$ cat config.mk
export PLATFORM = sky130hd
export DESIGN_NAME = stream_find_and_replace
export DESIGN_NICKNAME = d
export VERILOG_FILES = /design/src/hw/rtl/sfr_pkg.sv /design/src/hw/rtl/sfr_cfg.sv /design/src/hw/rtl/sfr_window.sv /design/src/hw/rtl/sfr_serializer.sv /design/src/hw/rtl/stream_find_and_replace.sv
export SDC_FILE = /design/constraint.sdc
export NUM_CORES = 1
export LEC_CHECK = 0
export ABC_AREA = 1
export BUFFER_PORTS_ARGS = -buffer_cell sky130_fd_sc_hd__buf_2
export CORE_UTILIZATION = 59
export CTS_CLUSTER_DIAMETER = 50
export DETAILED_ROUTE_END_ITERATION = 8
export PLACE_DENSITY = 0.8
export SYNTH_ARGS = -nofsm -noshare
export SYNTH_HDL_FRONTEND = slang
export SYNTH_SLANG_ARGS = --single-unit
$ cat constraint.sdc
create_clock -name aclk -period 6.2 [get_ports aclk]
set_input_delay 1.24 -clock aclk [delete_from_list [all_inputs] [get_ports aclk]]
set_output_delay 1.24 -clock aclk [all_outputs]
set_load 0.01 [all_outputs]
$ cat src/hw/rtl/sfr_pkg.sv
`timescale 1ns / 1ps
// ----------------------------------------------------------------------------
// sfr_pkg
// Shared types and constants of the stream find and replace block.
// ----------------------------------------------------------------------------
package sfr_pkg;

    localparam int MAX_PATTERN = 8;
    localparam int MAX_REPLACE = 8;
    localparam int JOB_DEPTH   = 8;

    localparam logic [1:0] REG_FIND_PATTERN   = 2'd0;
    localparam logic [1:0] REG_FIND_LENGTH    = 2'd1;
    localparam logic [1:0] REG_REPLACE_TEXT   = 2'd2;
    localparam logic [1:0] REG_REPLACE_LENGTH = 2'd3;

    typedef struct packed {
        logic [63:0] find_pattern;
        logic [3:0]  find_length;
        logic [63:0] replace_text;
        logic [3:0]  replace_length;
        logic        flush;
    } cfg_t;

    typedef struct packed {
        logic [JOB_DEPTH-1:0][7:0] data;
        logic [3:0]                count;
        logic                      last;
        logic                      marker;
    } job_t;

endpackage

$ cat src/hw/rtl/sfr_cfg.sv
`timescale 1ns / 1ps
// ----------------------------------------------------------------------------
// sfr_cfg
// APB register file: pattern, pattern length, replacement, replacement length.
// ----------------------------------------------------------------------------
module sfr_cfg (
    input  logic          aclk,
    input  logic          aresetn,
    input  logic          psel,
    input  logic          penable,
    input  logic          pwrite,
    input  logic [4:0]    paddr,
    input  logic [63:0]   pwdata,
    output logic [63:0]   prdata,
    output logic          pready,
    output sfr_pkg::cfg_t cfg
);
    import sfr_pkg::*;

    logic [63:0] find_pattern_reg;
    logic [3:0]  find_length_reg;
    logic [63:0] replace_text_reg;
    logic [3:0]  replace_length_reg;
    logic        flush_reg;
    logic        wr_en;
    logic [1:0]  wr_index;

    assign pready   = 1'b1;
    assign wr_en    = psel && penable && pwrite;
    assign wr_index = paddr[4:3];

    always_ff @(posedge aclk) begin
        if (!aresetn) begin
            find_pattern_reg   <= '0;
            find_length_reg    <= '0;
            replace_text_reg   <= '0;
            replace_length_reg <= '0;
            flush_reg          <= 1'b0;
        end else begin
            flush_reg <= 1'b0;
            if (wr_en) begin
                case (wr_index)
                    REG_FIND_PATTERN: begin
                        find_pattern_reg <= pwdata;
                        flush_reg        <= 1'b1;
                    end
                    REG_FIND_LENGTH: begin
                        find_length_reg <= pwdata[3:0];
                        flush_reg       <= 1'b1;
                    end
                    REG_REPLACE_TEXT:   replace_text_reg   <= pwdata;
                    REG_REPLACE_LENGTH: replace_length_reg <= pwdata[3:0];
                    default: ;
                endcase
            end
        end
    end

    always_comb begin
        case (wr_index)
            REG_FIND_PATTERN:   prdata = find_pattern_reg;
            REG_FIND_LENGTH:    prdata = {60'd0, find_length_reg};
            REG_REPLACE_TEXT:   prdata = replace_text_reg;
            REG_REPLACE_LENGTH: prdata = {60'd0, replace_length_reg};
            default:            prdata = '0;
        endcase
    end

    assign cfg.find_pattern   = find_pattern_reg;
    assign cfg.find_length    = find_length_reg;
    assign cfg.replace_text   = replace_text_reg;
    assign cfg.replace_length = replace_length_reg;
    assign cfg.flush          = flush_reg;

endmodule

$ cat src/hw/rtl/sfr_window.sv
`timescale 1ns / 1ps
// ----------------------------------------------------------------------------
// sfr_window
// Match window: appends each word, compares against the pattern in parallel
// and builds the list of bytes to emit for that word.
// ----------------------------------------------------------------------------
module sfr_window (
    input  logic          aclk,
    input  logic          aresetn,
    input  sfr_pkg::cfg_t cfg,
    input  logic          accept,
    input  logic [7:0]    in_byte,
    input  logic          in_last,
    output sfr_pkg::job_t job
);
    import sfr_pkg::*;

    logic [7:0] win_reg  [MAX_PATTERN];
    logic [7:0] win_next [MAX_PATTERN];
    logic [7:0] wn       [MAX_PATTERN];
    logic [3:0] fill_reg;
    logic [3:0] fill_next;
    logic [3:0] len;
    logic [3:0] rlen;
    logic [2:0] pos;
    logic [3:0] nf;
    logic       full;
    logic       hit;
    logic [3:0] cnt;

    assign len  = (cfg.find_length > 4'(MAX_PATTERN)) ? 4'(MAX_PATTERN) : cfg.find_length;
    assign rlen = (cfg.replace_length > 4'(MAX_REPLACE)) ? 4'(MAX_REPLACE)
                                                          : cfg.replace_length;
    assign pos  = (fill_reg >= len) ? 3'd0 : fill_reg[2:0];
    assign nf   = {1'b0, pos} + 4'd1;
    assign full = (nf == len);

    always_comb begin
        hit = full;
        for (int i = 0; i < MAX_PATTERN; i++) begin
            wn[i] = (pos == 3'(i)) ? in_byte : win_reg[i];
            if ((4'(i) < len) && (wn[i] != cfg.find_pattern[8*i +: 8])) begin
                hit = 1'b0;
            end
        end
    end

    always_comb begin
        job = '0;
        cnt = 4'd0;
        if (len == 4'd0) begin
            job.data[0] = in_byte;
            cnt         = 4'd1;
        end else if (hit) begin
            for (int i = 0; i < JOB_DEPTH; i++) begin
                job.data[i] = cfg.replace_text[8*i +: 8];
            end
            cnt = rlen;
        end else begin
            for (int i = 0; i < JOB_DEPTH; i++) begin
                job.data[i] = wn[i];
            end
            if (in_last) begin
                cnt = nf;
            end else if (full) begin
                cnt = 4'd1;
            end
        end
        job.last = in_last;
        if (in_last && (cnt == 4'd0)) begin
            job.data[0] = 8'h00;
            job.marker  = 1'b1;
            cnt         = 4'd1;
        end
        job.count = cnt;
    end

    always_comb begin
        for (int i = 0; i < MAX_PATTERN; i++) begin
            win_next[i] = win_reg[i];
        end
        fill_next = fill_reg;
        if (accept && (len != 4'd0)) begin
            if (hit || in_last) begin
                fill_next = 4'd0;
            end else if (full) begin
                for (int i = 0; i < MAX_PATTERN - 1; i++) begin
                    win_next[i] = wn[i+1];
                end
                fill_next = len - 4'd1;
            end else begin
                win_next[pos] = in_byte;
                fill_next     = nf;
            end
        end
    end

    always_ff @(posedge aclk) begin
        for (int i = 0; i < MAX_PATTERN; i++) begin
            win_reg[i] <= win_next[i];
        end
    end

    always_ff @(posedge aclk) begin
        if (!aresetn) begin
            fill_reg <= 4'd0;
        end else if (cfg.flush) begin
            fill_reg <= 4'd0;
        end else begin
            fill_reg <= fill_next;
        end
    end

endmodule

$ cat src/hw/rtl/sfr_serializer.sv
`timescale 1ns / 1ps
// ----------------------------------------------------------------------------
// sfr_serializer
// Holds the emit list of one word and sends it one byte per cycle, while
// m_ready does not stall it, through an output register.
// ----------------------------------------------------------------------------
module sfr_serializer (
    input  logic          aclk,
    input  logic          aresetn,
    input  sfr_pkg::job_t job,
    input  logic          push,
    output logic          can_push,
    output logic          m_valid,
    input  logic          m_ready,
    output logic [7:0]    m_out_byte,
    output logic          m_out_valid,
    output logic          m_out_last
);
    import sfr_pkg::*;

    job_t       job_reg;
    job_t       job_next;
    logic       out_load;
    logic       pop;
    logic       valid_reg;
    logic [7:0] byte_reg;
    logic       flag_reg;
    logic       last_reg;

    assign out_load = !valid_reg || m_ready;
    assign pop      = out_load && (job_reg.count != 4'd0);
    assign can_push = (job_reg.count == 4'd0) || ((job_reg.count == 4'd1) && out_load);

    always_comb begin
        job_next = job_reg;
        if (push) begin
            job_next = job;
        end else if (pop) begin
            for (int i = 0; i < JOB_DEPTH - 1; i++) begin
                job_next.data[i] = job_reg.data[i+1];
            end
            job_next.count = job_reg.count - 4'd1;
        end
    end

    always_ff @(posedge aclk) begin
        if (!aresetn) begin
            job_reg   <= '0;
            valid_reg <= 1'b0;
            byte_reg  <= 8'h00;
            flag_reg  <= 1'b0;
            last_reg  <= 1'b0;
        end else begin
            job_reg <= job_next;
            if (pop) begin
                valid_reg <= 1'b1;
                byte_reg  <= job_reg.marker ? 8'h00 : job_reg.data[0];
                flag_reg  <= !job_reg.marker;
                last_reg  <= job_reg.last && (job_reg.count == 4'd1);
            end else if (m_ready) begin
                valid_reg <= 1'b0;
            end
        end
    end

    assign m_valid     = valid_reg;
    assign m_out_byte  = byte_reg;
    assign m_out_valid = flag_reg;
    assign m_out_last  = last_reg;

endmodule

$ cat src/hw/rtl/stream_find_and_replace.sv
`timescale 1ns / 1ps
// ----------------------------------------------------------------------------
// stream_find_and_replace
// Byte stream find and replace with a configurable pattern and replacement.
// Path: a word's first result passes the job and then the output register.
// Throughput: one word per cycle while each word yields at most one byte and
// m_ready is high; a word yielding more bytes holds the input (output serializer).
// Reset: synchronous, active low; clears registers, window fill and outputs.
// ----------------------------------------------------------------------------
module stream_find_and_replace (
    input  logic        aclk,
    input  logic        aresetn,
    input  logic        psel,
    input  logic        penable,
    input  logic        pwrite,
    input  logic [4:0]  paddr,
    input  logic [63:0] pwdata,
    output logic [63:0] prdata,
    output logic        pready,
    input  logic        s_valid,
    output logic        s_ready,
    input  logic [7:0]  s_in_byte,
    input  logic        s_in_last,
    output logic        m_valid,
    input  logic        m_ready,
    output logic [7:0]  m_out_byte,
    output logic        m_out_valid,
    output logic        m_out_last
);
    import sfr_pkg::*;

    cfg_t cfg;
    job_t job;
    logic accept;

    assign accept = s_valid && s_ready;

    sfr_cfg u_cfg (
        .aclk    (aclk),
        .aresetn (aresetn),
        .psel    (psel),
        .penable (penable),
        .pwrite  (pwrite),
        .paddr   (paddr),
        .pwdata  (pwdata),
        .prdata  (prdata),
        .pready  (pready),
        .cfg     (cfg)
    );

    sfr_window u_window (
        .aclk    (aclk),
        .aresetn (aresetn),
        .cfg     (cfg),
        .accept  (accept),
        .in_byte (s_in_byte),
        .in_last (s_in_last),
        .job     (job)
    );

    sfr_serializer u_serializer (
        .aclk        (aclk),
        .aresetn     (aresetn),
        .job         (job),
        .push        (accept),
        .can_push    (s_ready),
        .m_valid     (m_valid),
        .m_ready     (m_ready),
        .m_out_byte  (m_out_byte),
        .m_out_valid (m_out_valid),
        .m_out_last  (m_out_last)
    );

endmodule

-- Word-level counts from Yosys, hierarchy flattened
Memory sizes are Yosys's and may differ from the RTL's.
Index checks and enable logic that the tools add are counted.
- register bits: 222
- bits in latches: 0
- bits in writable memories: 64
- memory bits (read-only): 0
- input port bits: 85
- output and inout port bits: 77
- logic and storage cells: 143
- memories kept: 1
- memory list (memory ; depth ; width ; read ports ; clocked after Yosys merged registers in ; wr ports ; RTL line ; RTL):
    u_window.win_reg ; 8 ; 8 ; 8 ; 0 ; 8 ; sfr_window.sv:18 ; logic [7:0] win_reg [MAX_PATTERN];
- $add $sub $neg: 3
- $mul: 0
- divide/modulo/power cells: 0
- order comparisons: 13
- eq/ne operators: 20
- shifts and indexed selects: 0
- muxes and demuxes: 45
- bitwise operators: 2
- reduce and logical (&&, ||, !) cells: 38
- operators by type and width (cell ; count):
    $pmux 64 s4 ; 1
    $mux 64 ; 3
    $mux 60 ; 2
    $mux 56 ; 2
    $mux 8 ; 13
    $bwmux 64 ; 1
    $ne 8x8->1 ; 8
    $mux 4 ; 8
    $demux 8 s3 ; 1
    $logic_and 1x1->1 ; 17
    $lt 3x4->1 const A ; 4
    $mux 1 ; 13
    $eq 3x3->1 const B ; 4
    $logic_not 4->1 ; 3
    $reduce_and 2->1 ; 5
    $gt 4x4->1 const B ; 2
    $lt 1x4->1 const A ; 2
    $lt 2x4->1 const A ; 2
    $reduce_bool 4->1 ; 2
    $sub 4x1->4 const B ; 2
    $eq 3x2->1 const B ; 2
    $add 3x1->4 const B ; 1
    $eq 2x2->1 const B ; 2
    $eq 4x1->1 const B ; 1
    other kinds (15) ; 20

-- Depth between registers and ports, before layout
- word-level depth: 22
- gate-level depth with buffers: 37
- mapped depth without buffers: 34

-- By module
From an unflattened synthesis, not the netlist that was laid out.
- cell total of the unflattened synthesis: 2537
- area, all modules: 16803.6 um2
- modules (own cells, without submodules) (module ; times used ; cells each ; area an instance (um2) ; seq. area each (um2)):
    sfr_window ; 1 ; 1054 ; 6687.7 ; 2001.9
    sfr_cfg ; 1 ; 917 ; 6309.8 ; 2742.6
    sfr_serializer ; 1 ; 564 ; 3798.6 ; 1621.6
    stream_find_and_replace ; 1 ; 2 ; 7.5 ; 0.0

-- Worst setup path after synthesis
No wires, ideal clock.
- path kind: register to register
- start point: register u_cfg.find_length_reg[3] (netlist name)
- end point: memory u_window.win_reg[7][0], in the netlist u_window.win_reg[1][24] (enable)
- library setup time: 0.395 ns
- arrival: 4.427 ns
- required time: 5.805 ns
- setup slack: 1.378 ns
- cell stages (with the launch flop): 29
- buffers on the path: 3
- clock period less this slack: 4.822 ns
- cell sequence: dfxtp_1 > clkbuf_1 > inv_1 > nand2_1 > inv_1 > ha_1 > nand2_1 > inv_1 > nand2_2 > nand3_4 > nor2_8 > nand2_1 > inv_1 > ha_1 > buf_2 > nor2_1 > a21oi_1 > xor2_1 > inv_1 > nand4_1 > nand2_1 > nand2_1 > nor2_1 > nand2_1 > nor2_4 > nand2_4 > clkinv_1 > buf_4 > nor4_1
- RTL lines (element ; RTL line):
    end: declaration ; sfr_window.sv:18

-- Final worst setup path
- start point: register u_cfg.find_length_reg[3]
- end point: register u_serializer.job_reg[20] in the netlist's numbering
- word-level cells in the longest chain between the ends: 19
- elaborated cells between the ends (all ways): 58
- classes of those cells: add/sub: 1; order compare: 10; eq/ne: 16; mux: 21; reduce/logical: 10
- RTL lines (element ; RTL line ; RTL):
    start: declaration ; sfr_cfg.sv:21 ; logic [3:0] find_length_reg;
    start signal: assignment ; sfr_cfg.sv:48 ; find_length_reg <= pwdata[3:0];
    $gt 4x4->1 ; sfr_window.sv:31 ; assign len = (cfg.find_length > 4'(MAX_PATTERN)) ? 4'(MAX_PATTERN) : cfg.find_length;
    $mux 4 * ; sfr_window.sv:31 ;
    parallel branches: the longest is 15 deep, another holds $ge 4x4->1 ; -- ;
    $mux 56 * ; sfr_window.sv:51 ; if (len == 4'd0) begin
    $mux 60 * ; sfr_serializer.sv:36 ; if (push) begin
    end signal: assignment ; sfr_serializer.sv:54 ; job_reg <= job_next;
    end: declaration ; sfr_serializer.sv:21 ; job_t job_reg;
Mark *: on every way between the ends.
A chain may end at the register's enable or synchronous reset.

==> flow_summary.json <==
{
  "syn_area_um2": 14830,
  "post_cts.repair.setup_buffers": 0,
  "die_h_um": 160.5,
  "syn2layout_area_growth_pct": 13.65,
  "worst_slack_ps": 526.2,
  "die_w_um": 160.5,
  "synth_enable_flop_cells": 64,
  "worstReg2RegEnd": "u_serializer.job_reg[20]",
  "worst_r2r_path_depth": 28,
  "fraction_of_the_mapped_netlist_area_in_adder_cells_pct": 1.097,
  "max-clock-path-buffers": 3,
  "vias": 15290,
  "groute.layer.met2.usage_pct": 55.67,
  "grt.overflow.total": 0,
  "slew_headroom_pct": 24.45,
  "global_route.peak_usage_layer": "met2",
  "post_cts_repair_resize_count": 0,
  "max-vdd-ir-drop_v": 0.0003366,
  "worstSkewPairLatency_ps": 520,
  "start_util_pct": 60.63,
  "placement_rows": 57,
  "critPathMaxStageDelay_ps": 500,
  "cts.htree.levels": 2,
  "arrival_ps": 6040,
  "multi_input_area_um2": 7232,
  "fmax_ghz": 0.1762,
  "worst_path_max_delay_cell": "sky130_fd_sc_hd__dfxtp_1",
  "antenna_left": 0,
  "setup_viol_count_final": 0,
  "tritoncts": "built",
  "share_of_async_settable_or_async_resettable_flops_after_synthesis_pct": 0,
  "worstSetupPathType": "reg2reg",
  "final_min_period_over_clock_period_pct": 91.51,
  "detail_route.first_pass.iterations": 6,
  "commonest_register_cell_after_synthesis": "sky130_fd_sc_hd__dfxtp_1",
  "timing_max_transition_violations_final": 0,
  "drive_above_1_share_pct": 12.73,
  "maximum_number_of_pins_on_one_net_before_global_route_repair": 129,
  "n_antenna_cell": 0,
  "setup_total_negative_slack_ps": 0,
  "coreArea_um2": 24460,
  "synth_xor_xnor_area_share_pct": 0.8859,
  "drv_cap": 0,
  "gr-usage-met1_pct": 49.96,
  "unrepaired_setup_endpoints_after_global_routing": "false",
  "finish.net_count": 2296,
  "final.fill_count": 2135,
  "io_pins": 162,
  "cts.reportedPaths.clkPinSlew_ps": 60,
  "wire_length_of_the_first_global_routing_pass_mm": 74.49,
  "post_synth_and_or_nand_nor_area_fraction_pct": 22.12,
  "final_period_demand_of_the_worst_path_ps": 5674,
  "final.setup_skew_ps": 12.91,
  "cp_common_cell": "sky130_fd_sc_hd__nand2_1",
  "place.detailed.instances": 2485,
  "synthesis.area_per_instance_um2": 7.022,
  "port_buffers": 157,
  "postRouteWirelength_mm": 46.98,
  "critical-path-top-delay-family": "simple AND/OR/NAND/NOR gates",
  "gpl.final_weighted_congestion": 0.9327,
  "clock_sinks": 286,
  "root_buffer_cell": "sky130_fd_sc_hd__clkbuf_16",
  "dp_hpwl_mm": 31.07,
  "synth_seq_area_share_pct": 42.93,
  "cts_hold_repair.buffers": 0,
  "yosys_register_bits": 286,
  "drt_first_iter_violations": 1971,
  "worst_r2r_startpoint": "u_cfg.find_length_reg[3]",
  "critPathMaxFanout": 63,
  "synthesis.yosys.warnings": 0,
  "grt_antenna_before_repair": 0,
  "outcome": "finished clean",
  "grt_usage_pct": 36.31,
  "synth_cell_types": 46,
  "worst-r2r-setup-slack_ps": 530,
  "synth_top_family_by_area": "compound AO/OA/AOI/OAI gates",
  "hold_viol": 0,
  "post_layout_nonfiller_instances": 2547,
  "detailedPlace.worstSlack_ps": 753.7,
  "tightestPinTransition_ps": 1133,
  "worst-path-buf-inv": 5,
  "grt_pass1_vias": 14150,
  "power.static_leakage_nw": 7.193,
  "syn_inst": 2112,
  "post_synth_mux_area_share_pct": 0,
  "synth.net_count": 2210,
  "timing.critical_path.required_ps": 6560,
  "synth-compound-area-share_pct": 24.50,
  "end_kind": "flip-flop",
  "worst_hold_path_type": "reg2reg",
  "vias_per_cell": 6.004,
  "drt-wirelength-per-cell_um": 18.45,
  "power_per_cell_area_nw_per_um2": 310.9,
  "startpoint_type": "flip-flop",
  "min_path_cells": 2,
  "die_footprint_um2": 25770,
  "utilization_after_layout_pct": 68.90,
  "tritoncts_buffer_count": 35,
  "largest_register_ff_count": 70,
  "grt_util_met3_pct": 7.619,
  "holdPathEnd": "u_serializer.m_out_byte[0]",
  "drc_errors": 0,
  "hold_path.startpoint": "u_serializer.job_reg[6]",
  "seqCellArea_um2": 6366
}
-- where the power goes --
group	switching, mW	internal, mW
combinational	0.663	0.284
clock	0.818	1.23
sequential	0.143	2.11
-- kinds of logic after synthesis --
logic type	count (synthesis)
AO/OA/AOI/OAI	701
adder cells (fa/ha/maj)	13
buffers and inverters	317
other	1
AND/OR/NAND/NOR	779
XOR/XNOR	15
flip-flops	286
-- layer usage --
layer | up-vias | wire, um
met1 | 6977 | 19070
met5 | - | 0
met2 | 915 | 20350
met3 | 135 | 5780
met4 | 0 | 1777
li1 | 7264 | -
-- cells in the final DEF, fill, tap and decap left out, types with 13 or more instances in the layout --
master / n
sky130_fd_sc_hd__nand2_1: 397
sky130_fd_sc_hd__xor2_1: 14
sky130_fd_sc_hd__buf_2: 156
sky130_fd_sc_hd__a21oi_1: 257
sky130_fd_sc_hd__ha_1: 13
sky130_fd_sc_hd__dfxtp_1: 222
sky130_fd_sc_hd__o21ai_0: 385
sky130_fd_sc_hd__nand3_1: 148
sky130_fd_sc_hd__buf_4: 31
sky130_fd_sc_hd__inv_1: 166
sky130_fd_sc_hd__edfxtp_1: 64
sky130_fd_sc_hd__nor2_1: 189
sky130_fd_sc_hd__clkbuf_16: 38
-- synth_stat cells (5+ instances only) --
cell type,number,area (um^2)
sky130_fd_sc_hd__nor2_1,192,720.7
sky130_fd_sc_hd__o21a_1,8,60.06
sky130_fd_sc_hd__a21oi_1,257,1286
sky130_fd_sc_hd__edfxtp_1,64,1922
sky130_fd_sc_hd__o21ai_1,10,50.05
sky130_fd_sc_hd__nand3_1,148,740.7
sky130_fd_sc_hd__inv_1,168,630.6
sky130_fd_sc_hd__a31oi_1,9,56.30
sky130_fd_sc_hd__buf_2,20,100.1
sky130_fd_sc_hd__nand2_2,6,37.54
sky130_fd_sc_hd__ha_1,13,162.7
sky130_fd_sc_hd__clkbuf_1,105,394.1
sky130_fd_sc_hd__nand2_1,398,1494
sky130_fd_sc_hd__clkinv_1,5,18.77
sky130_fd_sc_hd__o211ai_1,5,37.54
sky130_fd_sc_hd__o21ai_0,385,1927
sky130_fd_sc_hd__buf_1,6,22.52
sky130_fd_sc_hd__o22ai_1,7,43.79
sky130_fd_sc_hd__o31ai_1,9,67.56
sky130_fd_sc_hd__dfxtp_1,222,4444
sky130_fd_sc_hd__inv_2,6,22.52
sky130_fd_sc_hd__nand4_1,10,62.56
sky130_fd_sc_hd__xor2_1,14,122.6
-- cell type report --
class | instances | area share [%]
well taps | 324 | 2.405
clock inverters | 14 | 0.7423
clock buffers | 48 | 6.161
inverters | 179 | 4.001
multi-input cells | 1509 | 42.91
flip-flops and latches | 286 | 37.77
repair buffers | 187 | 6.013
-- worst register-to-register path: cells and delay by family, from the launching register on --
kind	cells	cell delay (ps)
flops	1	500
xor+xnor	1	180
simple gates	15	2100
compound gates	5	1040
buf+inv	5	910
fa+ha+maj	2	800
-- worst max path at each step --
stage / startpoint / end / slack, ps / cells after the start
global route: u_cfg.find_length_reg[3] / u_serializer.job_reg[20] / 40 / 28
detailed placement: u_cfg.find_length_reg[3] / u_serializer.job_reg[7] / 750 / 31
global placement: u_cfg.find_length_reg[3] / u_serializer.job_reg[9] / 860 / 30
finish: u_cfg.find_length_reg[3] / u_serializer.job_reg[20] / 530 / 28
CTS: u_cfg.find_length_reg[3] / u_serializer.job_reg[20] / 650 / 28
floorplan: u_cfg.find_length_reg[3] / u_window.win_reg[1][24] / 1380 / 28
-- stage by stage --
stage               power (mW)  hold WS [ps]  area [um^2]
detailed placement       3.196         450.1        15690
global route             5.441         478.1        16850
finish                   5.240         460.8        16850
floorplan                2.881         435.8        14830
CTS                      5.225         460.0        16850
global placement         3.169         450.0        15690
(Power assumes the default switching activity.)
